[src/rtl/jbq_pkg.sv]
`timescale 1ns / 1ps
package jbq_pkg;

    localparam int BLOCK_DIM = 8;
    localparam int IDX_W     = 3;
    localparam int ALPHA_W   = 14;
    localparam int TAB_W     = 7;
    localparam int DIV_W     = ALPHA_W + TAB_W;
    localparam int FRAC_W    = 8;
    localparam int LANES     = 3;

    localparam logic [ALPHA_W-1:0] ALPHA_RESET = ALPHA_W'(256);

    localparam logic OP_QUANT   = 1'b0;
    localparam logic OP_DEQUANT = 1'b1;

    typedef logic [TAB_W-1:0] t_tab;
    typedef t_tab t_tab_row [0:BLOCK_DIM-1];

    // Standard quantization tables, indexed [col][row]
    localparam t_tab LUMA_TAB [0:BLOCK_DIM-1][0:BLOCK_DIM-1] = '{
        '{7'd16, 7'd11, 7'd10, 7'd16, 7'd24,  7'd40,  7'd51,  7'd61},
        '{7'd12, 7'd12, 7'd14, 7'd19, 7'd26,  7'd58,  7'd60,  7'd55},
        '{7'd14, 7'd13, 7'd16, 7'd24, 7'd40,  7'd57,  7'd69,  7'd56},
        '{7'd14, 7'd17, 7'd22, 7'd29, 7'd51,  7'd87,  7'd80,  7'd62},
        '{7'd18, 7'd22, 7'd37, 7'd56, 7'd68,  7'd109, 7'd103, 7'd77},
        '{7'd24, 7'd35, 7'd55, 7'd64, 7'd81,  7'd104, 7'd113, 7'd92},
        '{7'd49, 7'd64, 7'd78, 7'd87, 7'd103, 7'd121, 7'd120, 7'd101},
        '{7'd72, 7'd92, 7'd95, 7'd98, 7'd112, 7'd100, 7'd103, 7'd99}};

    localparam t_tab CHROMA_TAB [0:BLOCK_DIM-1][0:BLOCK_DIM-1] = '{
        '{7'd17, 7'd18, 7'd24, 7'd47, 7'd99, 7'd99, 7'd99, 7'd99},
        '{7'd18, 7'd21, 7'd26, 7'd66, 7'd99, 7'd99, 7'd99, 7'd99},
        '{7'd24, 7'd26, 7'd56, 7'd99, 7'd99, 7'd99, 7'd99, 7'd99},
        '{7'd47, 7'd66, 7'd99, 7'd99, 7'd99, 7'd99, 7'd99, 7'd99},
        '{7'd99, 7'd99, 7'd99, 7'd99, 7'd99, 7'd99, 7'd99, 7'd99},
        '{7'd99, 7'd99, 7'd99, 7'd99, 7'd99, 7'd99, 7'd99, 7'd99},
        '{7'd99, 7'd99, 7'd99, 7'd99, 7'd99, 7'd99, 7'd99, 7'd99},
        '{7'd99, 7'd99, 7'd99, 7'd99, 7'd99, 7'd99, 7'd99, 7'd99}};

endpackage

[src/rtl/jbq_cell.sv]
`timescale 1ns / 1ps
module jbq_cell import jbq_pkg::*; #(
    parameter int W     = 16,
    parameter int BIT   = 0,
    parameter int ACC_W = W + 24
) (
    input  logic                        i_clk,
    input  logic                        i_rst_n,
    input  logic                        i_valid,
    output logic                        o_ready,
    input  logic                        i_op,
    input  logic [DIV_W-1:0]            i_dl,
    input  logic [DIV_W-1:0]            i_dc,
    input  logic [LANES-1:0][ACC_W-1:0] i_acc,
    input  logic [LANES-1:0][W-1:0]     i_bits,
    input  logic [LANES-1:0]            i_neg,
    input  logic [LANES-1:0]            i_ovf,
    output logic                        o_valid,
    input  logic                        i_ready,
    output logic                        o_op,
    output logic [DIV_W-1:0]            o_dl,
    output logic [DIV_W-1:0]            o_dc,
    output logic [LANES-1:0][ACC_W-1:0] o_acc,
    output logic [LANES-1:0][W-1:0]     o_bits,
    output logic [LANES-1:0]            o_neg,
    output logic [LANES-1:0]            o_ovf
);

    logic                        r_valid;
    logic [LANES-1:0][ACC_W-1:0] n_acc;
    logic [LANES-1:0][W-1:0]     n_bits;

    assign o_ready = !r_valid || i_ready;
    assign o_valid = r_valid;

    // One quotient bit (quantize) or one shift-add step (dequantize) per lane
    always_comb begin
        logic [DIV_W-1:0] dsel;
        logic [ACC_W-1:0] step_q;
        logic [ACC_W-1:0] step_d;
        n_acc  = i_acc;
        n_bits = i_bits;
        for (int l = 0; l < LANES; l++) begin
            dsel   = (l == 0) ? i_dl : i_dc;
            step_q = ACC_W'({dsel, 1'b0}) << BIT;
            step_d = ACC_W'(dsel) << BIT;
            if (i_op == OP_QUANT) begin
                if (i_acc[l] >= step_q) begin
                    n_acc[l]       = i_acc[l] - step_q;
                    n_bits[l][BIT] = 1'b1;
                end else begin
                    n_bits[l][BIT] = 1'b0;
                end
            end else if (i_bits[l][BIT]) begin
                n_acc[l] = i_acc[l] + step_d;
            end
        end
    end

    always_ff @(posedge i_clk) begin
        if (!i_rst_n) begin
            r_valid <= 1'b0;
        end else if (o_ready) begin
            r_valid <= i_valid;
        end
    end

    always_ff @(posedge i_clk) begin
        if (o_ready && i_valid) begin
            o_op   <= i_op;
            o_dl   <= i_dl;
            o_dc   <= i_dc;
            o_acc  <= n_acc;
            o_bits <= n_bits;
            o_neg  <= i_neg;
            o_ovf  <= i_ovf;
        end
    end

endmodule

[config.mk]
export PLATFORM = sky130hd
export DESIGN_NAME = jbq_cell
export DESIGN_NICKNAME = d
export VERILOG_FILES = /design/src/rtl/jbq_pkg.sv /design/src/rtl/jbq_cell.sv
export SDC_FILE = /design/constraint.sdc
export NUM_CORES = 1
export LEC_CHECK = 0
export ABC_CLOCK_PERIOD_IN_PS = 7100
export BUFFER_PORTS_ARGS = -buffer_cell sky130_fd_sc_hd__buf_2
export CAP_MARGIN = 5
export CORE_ASPECT_RATIO = 0.7
export CORE_MARGIN = 2
export CORE_UTILIZATION = 50
export CTS_BUF_LIST = sky130_fd_sc_hd__clkbuf_2
export CTS_CLUSTER_SIZE = 16
export DETAILED_ROUTE_END_ITERATION = 12
export PLACE_DENSITY = 0.79
export SLEW_MARGIN = 20
export SYNTH_ARGS = -nofsm -noshare
export SYNTH_HDL_FRONTEND = slang
export SYNTH_SLANG_ARGS = --single-unit
export TNS_END_PERCENT = 100
[constraint.sdc]
create_clock -name i_clk -period 7.1 [get_ports i_clk]
set_clock_uncertainty 0.15 [all_clocks]
set_input_delay 1.775 -clock i_clk [delete_from_list [all_inputs] [get_ports i_clk]]
set_output_delay 1.775 -clock i_clk [all_outputs]
set_load 0.02 [all_outputs]
==> run_results.csv <==
group,metric,value,unit
run_status,status,"completed",
clock_network,clk_pin_slew_worst_paths,110,ps
clock_network,root_buffer,"clkbuf_2",
sta,worst_slack,2412,ps
sta,finalHoldViolCount,0,
floorplan,start_util,51.20,%
clock_network,cts_tree,"done",
hold_path,hold_class,"register to register",
synthesis,synth_edf_count,217,
clock_network,cts_hold_buf,0,
synthesis,yosys-top-cells-area,"edfxtp_1 (39%), ha_1 (9.4%), a21oi_1 (4.9%)",
sta,finalWorstPathRequiredPeriod,4688,ps
routing,routed_wl,53.38,mm
clock_network,worst_skew_pair.late_latency,900,ps
setup_path,timing.critical_path.fanout_max,4,
final_layout,final_cells,2685,
setup_path,arrival,5220,ps
global_route,grt_max_degree,100,
floorplan,fp.coreArea,32620,um^2
global_route,grt_pass1_wl,82.08,mm
clock_network,post-cts-setup-buffers,0,
synthesis,netlist_instances,1749,
synthesis,ys_ff_latch,218,
synthesis,syn_area,16700,um^2
sta,setup-tns-final,0,ps
sta,drv_slew,0,
synthesis,synth_top_area_share,39.01,%
routing,drc,0,
run,max-cap-violations,0,
synthesis,synth.distinct_cells,80,
synthesis,synth_nets,2102,
sta,finalCritPeriodShare,66.03,%
sta,max_slew.worst_pin.slew,1024,ps
power_and_ir_drop,power_density,190.8,nW/um^2
floorplan,die_x,222.5,um
placement,dp_slack,1619,ps
final_layout,synthToLayoutAreaGrowth,19.24,%
sta,rsz0062_at_grt,"no",
final_layout,final_nets,2552,
synthesis,ys_async_sr_fraction,0,%
sta,slew_headroom,31.66,%
clock_network,clock-sinks,218,
clock_network,cts_made_buffers,56,
placement,place_hpwl,41.50,mm
routing,via_count,16017,
synthesis,synth-seq-area-share,39.13,%
synthesis,dominantRegCellSynth,"edfxtp_1",
final_layout,drive_above_1_share,25.59,%
floorplan,die_area,34910,um^2
routing,routedWlPerCell,19.88,um
setup_path,startpoint_type,"input pin",
synthesis,yosysMostFrequentCell,"edfxtp_1",
placement,io_buffers,439,
floorplan,io_pins,440,
clock_network,cts_resized,0,
global_route,grt_pass1_vias,15213,
final_layout,finish.utilization,61.06,%
global_route,track_usage,29.53,%
clock_network,ctsHtreeMaxLevel,2,
floorplan,fp.dieH,156.9,um
placement,placed_cells,2568,
clock_network,clk_path_buf_depth,3,
power_and_ir_drop,vdd_drop_max,0.1353,mV
synthesis,synth_common_cells,"edfxtp_1 (217), a21oi_1 (164), nand2_1 (129), ha_1 (126), nor2_1 (123)",
global_route,antenna_found_initial,13,
routing,drtIter0Drc,1333,
setup_path,endpoint_kind,"register",
power_and_ir_drop,p_total,3.800,mW
global_route,gr-total-overflow,0,
sta,setup_viol,0,
placement,gp_congestion,0.9454,
setup_path,crit_required,7630,ps
power_and_ir_drop,leakage,8.545,nW
synthesis,ys_warn_count,0,
floorplan,placement_rows,55,
routing,drt_pre_antenna_iters,7,
routing,antenna_left,0,
synthesis,avgSynthCellArea,9.550,um^2
sta,fmax,213.3,MHz
synthesis,synth_top_area_cell,"edfxtp_1",
setup_path,criticalPathCategory,"input pin to register",
routing,routed_via_density,5.965,
[layer usage]
layer | GRT usage [%] | vias to the layer above | routed length [um]
met5 | 0 | - | 37
li1 | - | 7595 | -
met4 | 10.42 | 6 | 1497
met1 | 42.25 | 7563 | 24240
met2 | 43.96 | 750 | 22690
met3 | 6.739 | 103 | 4922
[where the power goes]
part | internal, mW | switching [mW]
clock network | 0.418 | 0.588
logic | 0.462 | 0.763
registers | 1.54 | 0.0271
[placed cells by master, fill, tap and decap left out, drive strengths merged, types with 27 or more instances in the layout]
cell type,n
xnor2,89
nand3,34
nor3,40
a21oi,164
clkbuf,77
inv,84
mux2i,35
nand2b,34
buf,451
ha,126
xor2,59
nor2,123
edfxtp,217
a211oi,57
nand2,129
o21ai,106
a21o,49
a31oi,29
and3,27
[per-stage QoR]
stage / hold slack [ps] / cell area [um^2]
after CTS: 438.2 / 19890
after detailed placement: 418.0 / 19290
final: 434.6 / 19920
after floorplan: 599.5 / 16700
after global routing: 453.0 / 19910
after global placement: 389.5 / 19290
[worst max-delay path: stages]
cell and delay (ps):
buf_2 120, inv_1 90, ha_1 170, inv_1 60, fa_1 430, a211oi_1 340
o211ai_1 180, nand3_1 190, a31oi_1 180, a32oi_1 360, a21oi_1 160, nor4_1 770
a32oi_1 240, xnor2_1 170
[state kept, by name (all words and copies together), names as in the netlist]
register	count
o_acc	120
o_bits	48
o_dc	21
o_dl	21
o_neg	3
o_ovf	3
o_op	1
o_valid	1
[final timing paths]
path	cells after the start	to	start	slack, ps
worst min-delay path	2	o_valid	o_valid	430
worst max register to register	3	o_acc[33]	o_valid	4670
worst max-delay path	14	o_acc[111]	i_acc[81]	2410
worst min register to register	2	o_valid	o_valid	430
[layout make-up]
type | instances | area, um^2
clock inverters | 29 | 214.0
clock buffers | 77 | 385.4
inverters | 83 | 311.5
diodes | 11 | 27.53
flip-flops and latches | 218 | 6536
multi-input cells | 1389 | 9605
well taps | 427 | 534.3
repair buffers | 451 | 2302
fillers | 2885 | 12700
[cells by family (layout without fill, tap and decap cells)]
family	after synthesis	in the layout	share of synthesized area [%]
and+or+nand+nor	504	504	15.15
other	0	11	0
xor gates and xnor gates	148	148	7.761
adders and majority gates	132	132	10.16
AOI/OAI and AO/OA	561	561	21.69
muxes	44	44	2.704
buffers and inverters	142	640	3.408
DFF	218	218	39.13
Power figures use the tool's default switching activity.
