--- src/rtl/jbq_pkg.sv ---
`timescale 1ns / 1ps
package jbq_pkg;

    localparam int BLOCK_DIM = 8;
    localparam int IDX_W     = 3;
    localparam int ALPHA_W   = 14;
    localparam int TAB_W     = 7;
    localparam int DIV_W     = ALPHA_W + TAB_W;
    localparam int FRAC_W    = 8;
    localparam int LANES     = 3;

    localparam logic [ALPHA_W-1:0] ALPHA_RESET = ALPHA_W'(256);

    localparam logic OP_QUANT   = 1'b0;
    localparam logic OP_DEQUANT = 1'b1;

    typedef logic [TAB_W-1:0] t_tab;
    typedef t_tab t_tab_row [0:BLOCK_DIM-1];

    // Standard quantization tables, indexed [col][row]
    localparam t_tab LUMA_TAB [0:BLOCK_DIM-1][0:BLOCK_DIM-1] = '{
        '{7'd16, 7'd11, 7'd10, 7'd16, 7'd24,  7'd40,  7'd51,  7'd61},
        '{7'd12, 7'd12, 7'd14, 7'd19, 7'd26,  7'd58,  7'd60,  7'd55},
        '{7'd14, 7'd13, 7'd16, 7'd24, 7'd40,  7'd57,  7'd69,  7'd56},
        '{7'd14, 7'd17, 7'd22, 7'd29, 7'd51,  7'd87,  7'd80,  7'd62},
        '{7'd18, 7'd22, 7'd37, 7'd56, 7'd68,  7'd109, 7'd103, 7'd77},
        '{7'd24, 7'd35, 7'd55, 7'd64, 7'd81,  7'd104, 7'd113, 7'd92},
        '{7'd49, 7'd64, 7'd78, 7'd87, 7'd103, 7'd121, 7'd120, 7'd101},
        '{7'd72, 7'd92, 7'd95, 7'd98, 7'd112, 7'd100, 7'd103, 7'd99}};

    localparam t_tab CHROMA_TAB [0:BLOCK_DIM-1][0:BLOCK_DIM-1] = '{
        '{7'd17, 7'd18, 7'd24, 7'd47, 7'd99, 7'd99, 7'd99, 7'd99},
        '{7'd18, 7'd21, 7'd26, 7'd66, 7'd99, 7'd99, 7'd99, 7'd99},
        '{7'd24, 7'd26, 7'd56, 7'd99, 7'd99, 7'd99, 7'd99, 7'd99},
        '{7'd47, 7'd66, 7'd99, 7'd99, 7'd99, 7'd99, 7'd99, 7'd99},
        '{7'd99, 7'd99, 7'd99, 7'd99, 7'd99, 7'd99, 7'd99, 7'd99},
        '{7'd99, 7'd99, 7'd99, 7'd99, 7'd99, 7'd99, 7'd99, 7'd99},
        '{7'd99, 7'd99, 7'd99, 7'd99, 7'd99, 7'd99, 7'd99, 7'd99},
        '{7'd99, 7'd99, 7'd99, 7'd99, 7'd99, 7'd99, 7'd99, 7'd99}};

endpackage

--- src/rtl/jbq_stream_if.sv ---


interface jbq_out_if #(parameter int W = 16);
    logic         valid;
    logic         ready;
    logic signed [W-1:0] luma_out;
    logic signed [W-1:0] blue_out;
    logic signed [W-1:0] red_out;
    logic         clipped;

    modport source (output valid, luma_out, blue_out, red_out, clipped, input ready);
    modport sink (input valid, luma_out, blue_out, red_out, clipped, output ready);
endinterface

--- src/rtl/jbq_out.sv ---
`timescale 1ns / 1ps
module jbq_out import jbq_pkg::*; #(
    parameter int W     = 16,
    parameter int ACC_W = W + 24
) (
    input  logic                        i_clk,
    input  logic                        i_rst_n,
    input  logic                        i_valid,
    output logic                        o_ready,
    input  logic                        i_op,
    input  logic [LANES-1:0][ACC_W-1:0] i_acc,
    input  logic [LANES-1:0][W-1:0]     i_bits,
    input  logic [LANES-1:0]            i_neg,
    input  logic [LANES-1:0]            i_ovf,
    jbq_out_if.source                   o_out
);

    logic                    r_valid;
    logic [LANES-1:0][W-1:0] n_val;
    logic                    n_clip;

    assign o_ready     = !r_valid || o_out.ready;
    assign o_out.valid = r_valid;

    // Round (dequantize), saturate and restore the sign
    always_comb begin
        logic [ACC_W-1:0] res;
        logic [ACC_W-1:0] limit;
        logic             sat;
        n_clip = 1'b0;
        for (int l = 0; l < LANES; l++) begin
            res   = (i_op == OP_DEQUANT) ? (i_acc[l] >> FRAC_W) : ACC_W'(i_bits[l]);
            limit = ACC_W'(1) << (W - 1);
            if (!i_neg[l]) begin
                limit = limit - ACC_W'(1);
            end
            sat = i_ovf[l] || (res > limit);
            if (sat) begin
                res = limit;
            end
            n_clip   = n_clip | sat;
            n_val[l] = i_neg[l] ? W'(~res + ACC_W'(1)) : W'(res);
        end
    end

    always_ff @(posedge i_clk) begin
        if (!i_rst_n) begin
            r_valid <= 1'b0;
        end else if (o_ready) begin
            r_valid <= i_valid;
        end
    end

    always_ff @(posedge i_clk) begin
        if (o_ready && i_valid) begin
            o_out.luma_out <= n_val[0];
            o_out.blue_out <= n_val[1];
            o_out.red_out  <= n_val[2];
            o_out.clipped  <= n_clip;
        end
    end

endmodule

--- src/flat_wrapper.sv ---
// flat-port wrapper written by rule: the top's interface ports become plain ports
module jbq_out_flat import jbq_pkg::*;
#(
    parameter int W     = 16,
    parameter int ACC_W = W + 24
)
  (i_clk, i_rst_n, i_valid, o_ready, i_op, i_acc, i_bits, i_neg, i_ovf, o_out_valid, o_out_luma_out, o_out_blue_out, o_out_red_out, o_out_clipped, o_out_ready);
  jbq_out_if #(.W(W)) o_out_i ();
  input  logic i_clk;
  input  logic i_rst_n;
  input  logic i_valid;
  output logic o_ready;
  input  logic i_op;
  input  logic [LANES-1:0][ACC_W-1:0] i_acc;
  input  logic [LANES-1:0][W-1:0] i_bits;
  input  logic [LANES-1:0] i_neg;
  input  logic [LANES-1:0] i_ovf;
  output wire logic [$bits(o_out_i.valid)-1:0] o_out_valid;
  output wire logic [$bits(o_out_i.luma_out)-1:0] o_out_luma_out;
  output wire logic [$bits(o_out_i.blue_out)-1:0] o_out_blue_out;
  output wire logic [$bits(o_out_i.red_out)-1:0] o_out_red_out;
  output wire logic [$bits(o_out_i.clipped)-1:0] o_out_clipped;
  input wire logic [$bits(o_out_i.ready)-1:0] o_out_ready;
  assign o_out_valid = o_out_i.valid;
  assign o_out_luma_out = o_out_i.luma_out;
  assign o_out_blue_out = o_out_i.blue_out;
  assign o_out_red_out = o_out_i.red_out;
  assign o_out_clipped = o_out_i.clipped;
  assign o_out_i.ready = o_out_ready;
  jbq_out #(.W(W), .ACC_W(ACC_W)) u_core (.i_clk(i_clk), .i_rst_n(i_rst_n), .i_valid(i_valid), .o_ready(o_ready), .i_op(i_op), .i_acc(i_acc), .i_bits(i_bits), .i_neg(i_neg), .i_ovf(i_ovf), .o_out(o_out_i));
endmodule
--- config.mk ---
export PLATFORM = sky130hd
export DESIGN_NAME = jbq_out_flat
export DESIGN_NICKNAME = d
export VERILOG_FILES = /design/src/rtl/jbq_pkg.sv /design/src/rtl/jbq_stream_if.sv /design/src/rtl/jbq_out.sv /design/src/flat_wrapper.sv
export SDC_FILE = /design/constraint.sdc
export NUM_CORES = 1
export LEC_CHECK = 0
export BUFFER_PORTS_ARGS = -buffer_cell sky130_fd_sc_hd__buf_2
export CAP_MARGIN = 15
export CELL_PAD_IN_SITES_DETAIL_PLACEMENT = 0
export CELL_PAD_IN_SITES_GLOBAL_PLACEMENT = 2
export CORE_MARGIN = 1.5
export CORE_UTILIZATION = 29
export DETAILED_ROUTE_END_ITERATION = 12
export PLACE_DENSITY = 0.83
export SETUP_SLACK_MARGIN = 0.3
export SYNTH_ARGS = -nofsm -noshare
export SYNTH_HDL_FRONTEND = slang
export SYNTH_SLANG_ARGS = --single-unit
--- constraint.sdc ---
create_clock -name i_clk -period 8.7 [get_ports i_clk]
set_input_delay 0.87 -clock i_clk [delete_from_list [all_inputs] [get_ports i_clk]]
set_output_delay 0.87 -clock i_clk [all_outputs]
set_load 0.005 [all_outputs]
==> qor.log, run 1 <==
INFO  worst_setup_path worstSetupEndpointType=flip-flop
INFO  final_layout   syn_to_final_growth=26.1%
INFO  final_layout   layout.cells.most_common=sky130_fd_sc_hd__buf_2
INFO  synthesis      synthesis.yosys.warnings=0
INFO  clock_network  clock_path_buffers=2
INFO  floorplanning  die_y=135um
INFO  final_layout   final_layout_size_suffix_gt1_frac=0.359
INFO  synthesis      postSynth.asyncResetShare=0
INFO  routing        routedWlPerCell=15.2um
INFO  clock_network  clkSlewWorstSetupHoldPaths=0.07ns
INFO  final_layout   multi_input_comb_area=0.00338mm^2
INFO  clock_network  number_of_clock_sinks_seen_by_cts=50
INFO  hold_path      worstHoldPathType=flip-flop to flip-flop
INFO  place          dp_hpwl=11700um
INFO  sta            timing_worst_slew_pin_value=1.00ns
INFO  synthesis      syn_area=0.00509mm^2
INFO  floorplanning  die_width=135um
INFO  clock_network  post-cts-setup-buffer-count=0
INFO  synthesis      synth.distinct_cells=72
INFO  routing        detail_route.first_pass.iterations=4
INFO  global_routing first_pass_grt_wire_length=23200um
INFO  worst_setup_path timing.setup.critical_path_class=input port to flip-flop
INFO  global_routing overflow=0
INFO  floorplanning  core-area=0.0172mm^2
INFO  sta            final_period_minus_worst_setup_slack=6.07ns
INFO  global_routing antenna_violations_before_repair=0
INFO  routing        dr_wl_met3=714um
INFO  place          dp_worst_setup_slack=2.26ns
INFO  sta            setup-violations-final=0
INFO  clock_network  cts_hold_buf=0
INFO  worst_setup_path worst_r2r_path_depth=3
INFO  final_layout   stdcell_area=0.00642mm^2
INFO  sta            layout_worst_path_cycle_share=0.697
INFO  global_routing grt_pass1_vias=4777
INFO  clock_network  htree_num_levels=2
INFO  routing        detail_route.iter0.violations=299
INFO  synthesis      seq_area_frac_synth=0.293
INFO  clock_network  post_cts.resized_instances=0
INFO  routing        dr_wl_met2=7090um
INFO  sta            timing.clock.skew=0.00422ns
INFO  place          dp_cells=971
INFO  floorplanning  row_count=48
INFO  final_layout   final_nets=983
INFO  floorplanning  initial_utilization=0.295
INFO  worst_setup_path critPathRequiredTime=8.73ns
INFO  power_and_ir_drop max-vdd-ir-drop=0.0000695V
INFO  run            drv.max_cap_violation_count=0
INFO  routing        vias=4939
INFO  outcome        status=finished, final reports clean
INFO  routing        met1Wirelength=6810um
INFO  hold_path      min_path_cells=2
INFO  clock_network  clock_latency_reported_for_the_late_side_of_the_worst_skew_pair=0.29ns
INFO  sta            final.setup.tns=0ns
INFO  floorplanning  io_pins=230
INFO  worst_setup_path worstPathMaxFanout=43
INFO  sta            maxSlewHeadroom=0.326
INFO  sta            fmaxAchievable=165MHz
INFO  place          placedInstanceArea=0.00628mm^2
INFO  synthesis      synth-main-ff-cell=sky130_fd_sc_hd__edfxtp_1
INFO  synthesis      total_nets_after_synthesis=792
INFO  final_layout   register_area=0.00149mm^2
INFO  routing        maxUsedRoutingLayer=met4
INFO  final_layout   num-fill-cells=1797
INFO  routing        drc=0
INFO  global_routing pin_count_of_the_biggest_net_entering_global_routing=50
INFO  power_and_ir_drop leakage=2.74nW
INFO  final_layout   instances_no_fill=979
INFO  routing        route.detailed.vias_per_inst=5.04
INFO  routing        antenna_left=0
INFO  final_layout   layout.cells.most_common_list=sky130_fd_sc_hd__buf_2, sky130_fd_sc_hd__nor2_1, sky130_fd_sc_hd__a21oi_1
INFO  sta            timing.final.ws_setup=2.63ns
INFO  worst_setup_path timing.critical_path.from_type=input port
INFO  clock_network  cts_root_buf=sky130_fd_sc_hd__clkbuf_16
INFO  synthesis      netlist_instances=562
INFO  clock_network  cts_tree=yes
INFO  sta            whs=0.540ns
INFO  sta            timing_hold_violations_final=0
INFO  synthesis      synth_seq_cells=50
INFO  place          io_buffer_count=205
INFO  worst_setup_path timing.critical_path.arrival=6.10ns
INFO  worst_setup_path reg2reg_slack=7.22ns
INFO  place          routabilityCongestion=0.793
INFO  sta            final_max_slew_viol_count=0
INFO  routing        totalWireLength=14800um
INFO  sta            grt_setup_unrepaired=no
INFO  synthesis      syn_area_per_cell=9.06um^2
INFO  global_routing grt.total_usage=0.158
INFO  final_layout   insertedDiodeCount=0
INFO  clock_network  cts_buf_count=5
INFO  floorplanning  die_area=0.0184mm^2
INFO  synthesis      synth_enable_flop_cells=49
INFO  power_and_ir_drop power.density_cell_area=116mW/mm^2
sequential cells by signal, indices dropped and copies added, names as in the netlist:
signal	count
u_core.o_out.blue_out	16
u_core.o_out.luma_out	16
u_core.o_out.red_out	16
u_core.o_out.clipped	1
u_core.o_out.valid	1
logic make-up (layout without fill, tap and decap cells):
logic type	count (synthesis)	in the layout	synth area share
buffers and inverters	44	236	0.0423
adders and majority gates	51	51	0.125
AOI/OAI and AO/OA	142	142	0.177
and+or+nand+nor	210	210	0.220
muxes	59	59	0.132
DFF	50	50	0.293
xor gates and xnor gates	6	6	0.0103
synth_stat cells, drive strengths merged, types with 3 or more instances:
| master | n | share of area |
|---|---|---|
| or4 | 3 | 0.0052 |
| a21oi | 58 | 0.059 |
| a2bb2oi | 4 | 0.0069 |
| ha | 51 | 0.13 |
| xnor2 | 5 | 0.0086 |
| a31oi | 4 | 0.0049 |
| nand3 | 17 | 0.018 |
| nor4 | 17 | 0.028 |
| o211ai | 3 | 0.0044 |
| nand2b | 4 | 0.0049 |
| o22ai | 14 | 0.017 |
| a311oi | 3 | 0.0052 |
| clkbuf | 12 | 0.0088 |
| nor3 | 24 | 0.026 |
| edfxtp | 49 | 0.29 |
| o21ai | 18 | 0.018 |
| and3 | 4 | 0.0049 |
| nor2b | 4 | 0.0049 |
| nor2 | 66 | 0.050 |
| inv | 19 | 0.014 |
| a21o | 13 | 0.019 |
| a211oi | 6 | 0.0088 |
| nand2 | 40 | 0.029 |
| nand4 | 13 | 0.016 |
| a21boi | 4 | 0.0066 |
| mux2 | 33 | 0.073 |
| mux2i | 26 | 0.059 |
| buf | 11 | 0.018 |
worst paths after layout:
check / start / endpoint
worst max-delay path: i_op / u_core.o_out.blue_out[14]$_DFFE_PP_
worst min-delay path: u_core.o_out.valid$_SDFFE_PN0N_ / u_core.o_out.valid$_SDFFE_PN0N_
worst max register to register: u_core.o_out.valid$_SDFFE_PN0N_ / u_core.o_out.red_out[15]$_DFFE_PP_
worst min register to register: u_core.o_out.valid$_SDFFE_PN0N_ / u_core.o_out.valid$_SDFFE_PN0N_
layout make-up:
class	instances	area share
Clock inverter	3	0.00253
Inverter	21	0.0123
Timing Repair Buffer	207	0.162
Multi-Input combinational cell	468	0.527
Tap cell	225	0.0439
Clock buffer	5	0.0195
Sequential cell	50	0.232
per-stage QoR:
step / util / power, mW
6_report: 0.372 / 0.743
5_1_grt: 0.372 / 0.795
4_1_cts: 0.372 / 0.756
3_5_place_dp: 0.364 / 0.552
3_3_place_gp: 0.364 / 0.544
2_1_floorplan: - / 0.457
power by group:
part           internal, mW  switching (mW)
combinational         0.110           0.143
sequential            0.288         0.00435
clock                 0.105          0.0923
critical path: stages:
cell                        delay (ns)
sky130_fd_sc_hd__buf_2            0.36
sky130_fd_sc_hd__buf_4            0.59
sky130_fd_sc_hd__mux2_2           0.47
sky130_fd_sc_hd__ha_1             0.35
sky130_fd_sc_hd__nand4_1          0.11
sky130_fd_sc_hd__nor3_1           0.32
sky130_fd_sc_hd__o211ai_1         0.13
sky130_fd_sc_hd__and3_1           0.17
sky130_fd_sc_hd__o21ai_1          0.79
sky130_fd_sc_hd__nand2_1          0.28
sky130_fd_sc_hd__o21ai_0          0.16
sky130_fd_sc_hd__ha_1             0.22
sky130_fd_sc_hd__o2111ai_1        0.23
sky130_fd_sc_hd__nor3_1           0.46
sky130_fd_sc_hd__nand3b_1         0.16
sky130_fd_sc_hd__a21o_1           0.20
sky130_fd_sc_hd__a21oi_1          0.11
sky130_fd_sc_hd__nor2_1           0.05
metal layers:
metal,vias up,global-route usage
li1,2537,-
met1,2240,0.205
met2,149,0.278
met3,13,0.0198
met4,0,0.0418
met5,-,0
Power figures use the tool's default switching activity.
==> run 2, diff against run 1 <==
--- a/config.mk
+++ b/config.mk
@@ -10,9 +10,9 @@
 export CELL_PAD_IN_SITES_DETAIL_PLACEMENT = 0
 export CELL_PAD_IN_SITES_GLOBAL_PLACEMENT = 2
 export CORE_MARGIN = 1.5
-export CORE_UTILIZATION = 29
+export CORE_UTILIZATION = 25
 export DETAILED_ROUTE_END_ITERATION = 12
-export PLACE_DENSITY = 0.83
+export PLACE_DENSITY = 0.75
 export SETUP_SLACK_MARGIN = 0.3
 export SYNTH_ARGS = -nofsm -noshare
 export SYNTH_HDL_FRONTEND = slang
==> constraint.sdc (replaced) <==
create_clock -name i_clk -period 4.9 [get_ports i_clk]
set_input_delay 0.49 -clock i_clk [delete_from_list [all_inputs] [get_ports i_clk]]
set_output_delay 0.49 -clock i_clk [all_outputs]
set_load 0.005 [all_outputs]
==> qor.log, run 2 (synthesized netlist as in run 1, its figures left out) <==
INFO  clock_network  htree_num_levels=2
INFO  worst_setup_path worstPathMaxFanout=19
INFO  clock_network  cts_root_buf=sky130_fd_sc_hd__clkbuf_16
INFO  place          dp_hpwl=11700um
INFO  global_routing first_pass_grt_wire_length=23800um
INFO  power_and_ir_drop power.density_cell_area=201mW/mm^2
INFO  global_routing overflow=0
INFO  final_layout   syn_to_final_growth=32.8%
INFO  sta            final_period_minus_worst_setup_slack=4.31ns
INFO  clock_network  clkSlewWorstSetupHoldPaths=0.07ns
INFO  sta            timing_worst_slew_pin_value=0.696ns
INFO  power_and_ir_drop leakage=2.88nW
INFO  sta            maxSlewHeadroom=0.536
INFO  worst_setup_path cp_cell_sequence=buf_8 > mux2_2 > ha_1 > a21oi_1 > o21ai_0 > a21oi_1 > or4bb_4 > a21o_1 > o21ai_2 > ha_2 > or4bb_4 > a21oi_2 > nand3_1 > nand2_2 > a21oi_2 > a311oi_1 > a211oi_1
INFO  sta            setup-violations-final=0
INFO  global_routing pin_count_of_the_biggest_net_entering_global_routing=50
INFO  final_layout   final_nets=1007
INFO  sta            layout_worst_path_cycle_share=0.880
INFO  hold_path      worstHoldPathType=input port to flip-flop
INFO  final_layout   insertedDiodeCount=0
INFO  clock_network  cts_buf_count=5
INFO  routing        vias=4992
INFO  routing        drc=0
INFO  global_routing grt_pass1_vias=4616
INFO  floorplanning  initial_utilization=0.253
INFO  final_layout   reg_top3=u_core.o_out.blue_out: 16 flops, u_core.o_out.luma_out: 16 flops, u_core.o_out.red_out: 16 flops
INFO  final_layout   stdcell_area=0.00676mm^2
INFO  place          io_buffer_count=205
INFO  global_routing antenna_violations_before_repair=0
INFO  final_layout   layout.cells.most_common_list=sky130_fd_sc_hd__buf_2, sky130_fd_sc_hd__nor2_1, sky130_fd_sc_hd__a21oi_1
INFO  routing        antenna_left=0
INFO  worst_setup_path timing.critical_path.from_type=input port
INFO  worst_setup_path timing.setup.critical_path_class=input port to flip-flop
INFO  floorplanning  die_y=146um
INFO  worst_setup_path timing.critical_path.slowest_cell_delay=0.50ns
INFO  run            drv.max_cap_violation_count=0
INFO  sta            final_max_slew_viol_count=0
INFO  place          routabilityCongestion=0.741
INFO  clock_network  clock_latency_reported_for_the_late_side_of_the_worst_skew_pair=0.30ns
INFO  sta            final.setup.tns=0ns
INFO  clock_network  clock_path_buffers=2
INFO  clock_network  number_of_clock_sinks_seen_by_cts=50
INFO  worst_setup_path slowest_cell_on_the_critical_path=sky130_fd_sc_hd__or4bb_4
INFO  routing        totalWireLength=15300um
INFO  floorplanning  io_pins=230
INFO  sta            timing_hold_violations_final=0
INFO  floorplanning  die_area=0.0212mm^2
INFO  sta            timing.clock.skew=0.00255ns
INFO  sta            grt_setup_unrepaired=no
INFO  final_layout   layout.cells.most_common=sky130_fd_sc_hd__buf_2
INFO  floorplanning  die_width=146um
INFO  worst_setup_path worstSetupEndpointType=flip-flop
INFO  outcome        status=finished, final reports clean
INFO  floorplanning  core-area=0.0201mm^2
INFO  sta            whs=0.433ns
INFO  routing        routedWlPerCell=14.6um
INFO  final_layout   final_layout_size_suffix_gt1_frac=0.393
INFO  place          placedInstanceArea=0.00657mm^2
INFO  power_and_ir_drop max-vdd-ir-drop=0.000117V
INFO  routing        detail_route.iter0.violations=164
INFO  clock_network  post-cts-setup-buffer-count=0
INFO  floorplanning  row_count=52
INFO  worst_setup_path critPathRequiredTime=4.94ns
INFO  worst_setup_path timing.critical_path.arrival=4.36ns
INFO  routing        route.detailed.vias_per_inst=4.76
INFO  sta            fmaxAchievable=232MHz
INFO  clock_network  cts_tree=yes
INFO  global_routing grt.total_usage=0.139
INFO  routing        detail_route.first_pass.iterations=4
## run 2: final timing paths
check	start	to	cells after the start	slack, ns
worst max-delay path	i_op	u_core.o_out.red_out[12]$_DFFE_PP_	17	0.59
worst min-delay path	i_valid	u_core.o_out.valid$_SDFFE_PN0N_	3	0.43
worst max register to register	u_core.o_out.valid$_SDFFE_PN0N_	u_core.o_out.luma_out[14]$_DFFE_PP_	3	3.39
worst min register to register	u_core.o_out.valid$_SDFFE_PN0N_	u_core.o_out.valid$_SDFFE_PN0N_	2	0.54
## run 2: repair_timing
action	CTS	global route
endpoints found under the setup margin	0	3
hold buffers	0	0
endpoints found under the hold margin	0	0
resized for setup	0	6
## run 2: worst max-delay path: cells and delay by family
family | cells | cell delay (ns)
adders and majority gates | 2 | 0.56
muxes | 1 | 0.43
and+or+nand+nor | 4 | 1.30
buffers and inverters | 1 | 0.20
AOI/OAI and AO/OA | 9 | 1.37
## run 2: area by class of cell
type,instances,area [um^2]
Tap cell,270,338
Fill cell,2116,13300
Sequential cell,50,1490
Timing Repair Buffer,231,1270
Clock buffer,6,129
Multi-Input combinational cell,468,3450
Inverter,21,78.8
Clock inverter,2,10.0
## run 2: routing by layer
layer / up-vias / share of wire / GRT usage
li1: 2589 / - / -
met1: 2252 / 0.48 / 0.185
met2: 139 / 0.46 / 0.231
met3: 12 / 0.044 / 0.0248
met4: 0 / 0.017 / 0.0403
met5: - / 0 / 0
## run 2: report_power, final
part | total (mW) | internal, mW | leakage [nW] | switching (mW)
Combinational | 0.478 | 0.218 | 2.35 | 0.260
Sequential | 0.518 | 0.511 | 0.455 | 0.00735
Clock | 0.360 | 0.189 | 0.0706 | 0.171
## run 2: per-stage QoR
stage | setup WS [ns] | utilization | power, mW | instances
6_report | 0.586 | 0.336 | 1.36 | 1048
4_1_cts | 0.479 | 0.334 | 1.38 | 1047
3_3_place_gp | 0.153 | 0.327 | 1.00 | 1039
5_1_grt | 0.324 | 0.336 | 1.45 | 1048
2_1_floorplan | 0.253 | - | 0.820 | 562
3_5_place_dp | 0.148 | 0.327 | 1.00 | 1039
==> run 3, diff against run 2 <==
--- a/config.mk
+++ b/config.mk
@@ -7,12 +7,12 @@
 export LEC_CHECK = 0
 export BUFFER_PORTS_ARGS = -buffer_cell sky130_fd_sc_hd__buf_2
 export CAP_MARGIN = 15
-export CELL_PAD_IN_SITES_DETAIL_PLACEMENT = 0
-export CELL_PAD_IN_SITES_GLOBAL_PLACEMENT = 2
 export CORE_MARGIN = 1.5
-export CORE_UTILIZATION = 25
+export CORE_UTILIZATION = 40
+export CTS_BUF_LIST = sky130_fd_sc_hd__clkbuf_4 sky130_fd_sc_hd__clkbuf_8
 export DETAILED_ROUTE_END_ITERATION = 12
-export PLACE_DENSITY = 0.75
+export GPL_TIMING_DRIVEN = 0
+export PLACE_DENSITY = 0.68
 export SETUP_SLACK_MARGIN = 0.3
 export SYNTH_ARGS = -nofsm -noshare
 export SYNTH_HDL_FRONTEND = slang
==> qor.log, run 3 (synthesized netlist as in run 1, its figures left out) <==
INFO  outcome        status=finished, final reports clean
INFO  routing        totalWireLength=16300um
INFO  floorplanning  die_width=116um
INFO  final_layout   final_core_utilization=0.555
INFO  global_routing overflow=0
INFO  clock_network  clock_latency_reported_for_the_late_side_of_the_worst_skew_pair=0.32ns
INFO  routing        vias=5343
INFO  clock_network  cts_root_buf=sky130_fd_sc_hd__clkbuf_8
INFO  worst_setup_path timing.critical_path.slowest_cell_delay=0.51ns
INFO  clock_network  htree_num_levels=2
INFO  routing        drc=0
INFO  worst_setup_path cp_cell_sequence=buf_12 > buf_12 > buf_12 > buf_16 > buf_12 > mux2_4 > ha_4 > nand4_1 > nor2_1 > a21oi_1 > or4bb_4 > a21o_1 > buf_8 > o21ai_4 > ha_4 > or4bb_4 > a21oi_4 > nand3_2 > o21ai_2 > a2bb2oi_2 > o211a_1 > nor2_2
INFO  sta            maxSlewHeadroom=0.616
INFO  worst_setup_path timing.critical_path.from_type=input port
INFO  power_and_ir_drop leakage=2.97nW
INFO  routing        detail_route.iter0.violations=266
INFO  final_layout   final_layout_size_suffix_gt1_frac=0.427
INFO  worst_setup_path worst_path_most_repeated_cell=sky130_fd_sc_hd__buf_12
INFO  final_layout   layout.cells.most_common=sky130_fd_sc_hd__buf_2
INFO  sta            layout_worst_path_cycle_share=0.939
INFO  place          dp_worst_setup_slack=-0.553ns
INFO  run            drv.max_cap_violation_count=0
INFO  sta            fmaxAchievable=217MHz
INFO  power_and_ir_drop p_total=1.35mW
INFO  floorplanning  row_count=41
INFO  place          dp_hpwl=12600um
INFO  global_routing first_pass_grt_wire_length=24400um
INFO  final_layout   reg_top3=u_core.o_out.blue_out: 16 flops, u_core.o_out.luma_out: 16 flops, u_core.o_out.red_out: 16 flops
INFO  worst_setup_path worstSetupEndpointType=flip-flop
INFO  clock_network  cts_buf_count=5
INFO  clock_network  clock_path_buffers=2
INFO  routing        antenna_left=0
INFO  clock_network  number_of_clock_sinks_seen_by_cts=50
INFO  sta            grt_setup_unrepaired=yes
INFO  floorplanning  initial_utilization=0.407
INFO  hold_path      worstHoldPathType=input port to flip-flop
INFO  worst_setup_path worstPathMaxFanout=6
INFO  floorplanning  core-area=0.0125mm^2
INFO  sta            timing.clock.skew=0.00761ns
INFO  place          io_buffer_count=204
INFO  worst_setup_path crit_family=simple AND/OR/NAND/NOR gates
INFO  routing        routedWlPerCell=16.9um
INFO  final_layout   final_nets=1025
INFO  sta            timing_hold_violations_final=0
INFO  sta            final_max_slew_viol_count=0
INFO  routing        route.detailed.vias_per_inst=5.52
INFO  global_routing antenna_violations_before_repair=0
INFO  power_and_ir_drop max-vdd-ir-drop=0.0000855V
INFO  clock_network  cts_hold_buf=0
INFO  sta            final_period_minus_worst_setup_slack=4.60ns
INFO  sta            setup-violations-final=0
INFO  final_layout   syn_to_final_growth=36.5%
INFO  power_and_ir_drop power.density_cell_area=195mW/mm^2
INFO  final_layout   insertedDiodeCount=0
INFO  worst_setup_path critPathRequiredTime=4.96ns
INFO  worst_setup_path timing.critical_path.arrival=4.66ns
INFO  sta            timing.final.ws_setup=0.300ns
INFO  worst_setup_path slowest_cell_on_the_critical_path=sky130_fd_sc_hd__or4bb_4
INFO  floorplanning  die_area=0.0134mm^2
INFO  clock_network  cts_tree=yes
INFO  global_routing grt.total_usage=0.233
INFO  routing        detail_route.first_pass.iterations=5
INFO  clock_network  clkSlewWorstSetupHoldPaths=0.09ns
INFO  place          routabilityCongestion=0.879
INFO  sta            final.setup.tns=0ns
INFO  global_routing pin_count_of_the_biggest_net_entering_global_routing=34
INFO  worst_setup_path timing.setup.critical_path_class=input port to flip-flop
INFO  floorplanning  die_y=116um
INFO  final_layout   layout.cells.most_common_list=sky130_fd_sc_hd__buf_2, sky130_fd_sc_hd__nor2_1, sky130_fd_sc_hd__a21oi_1
INFO  worst_setup_path critPathBufInv=6
INFO  sta            timing_worst_slew_pin_value=0.576ns
INFO  floorplanning  io_pins=230
INFO  global_routing grt_pass1_vias=4992
run 3: cell count changes in the layout (fill, tap and decap cells not counted), sizes merged:
cell      previous run  this run
clkbuf               7        16
bufinv               0         1
clkinv               4         2
buf                230       239
clkinvlp             0         1
run 3: path summary, 6_finish.rpt:
| path | start | end | slack, ns | depth (start not counted) |
|---|---|---|---|---|
| max | i_op | u_core.o_out.red_out[14]$_DFFE_PP_ | 0.30 | 22 |
| min | i_rst_n | u_core.o_out.valid$_SDFFE_PN0N_ | 0.42 | 2 |
| min reg2reg | u_core.o_out.valid$_SDFFE_PN0N_ | u_core.o_out.valid$_SDFFE_PN0N_ | 0.53 | 2 |
| max reg2reg | u_core.o_out.valid$_SDFFE_PN0N_ | u_core.o_out.red_out[3]$_DFFE_PP_ | 3.44 | 3 |
run 3: where the power goes:
| part | switching, mW | total (mW) | leakage [nW] | internal [mW] |
|---|---|---|---|---|
| clock network | 0.152 | 0.311 | 0.0548 | 0.158 |
| registers | 0.00712 | 0.517 | 0.455 | 0.510 |
| logic | 0.287 | 0.525 | 2.46 | 0.238 |
| total | 0.446 | 1.35 | 2.97 | 0.907 |
run 3: layout make-up:
cell class	instances	area, um^2
repair buffers	226	1220
clock buffers	6	76.3
fillers	1165	5570
clock inverters	2	37.5
well taps	172	215
multi-input cells	468	3600
inverters	21	81.3
flip-flops and latches	50	1490
plain buffers	23	225
run 3: metrics by stage:
step | instances | hold WS [ns] | instance area [um^2]
3_3_place_gp | 938 | 0.502 | 6410
4_1_cts | 957 | 0.414 | 6720
5_1_grt | 968 | 0.419 | 6950
3_5_place_dp | 939 | 0.519 | 6430
2_1_floorplan | 562 | 0.537 | 5170
6_report | 968 | 0.423 | 6950
run 3: per-layer routing:
metal  track usage  share of wire
met1         0.302           0.43
met2         0.402           0.51
met3        0.0251          0.049
met4        0.0829          0.016
met5             0              0
run 3: worst reg2reg max path: cells and delay by family, from the launching register on:
kind	cells	cell delay, ns
and+or+nand+nor	2	0.55
DFF	1	0.32
buffers and inverters	1	0.28
run 3: timing repair:
action                                  in CTS  in global routing
setup buffers                               10                 11
resized for setup                           23                 32
gates cloned                                 0                  0
endpoints found under the setup margin      15                 14
endpoints found under the hold margin        0                  0
pin swaps                                    6                 16
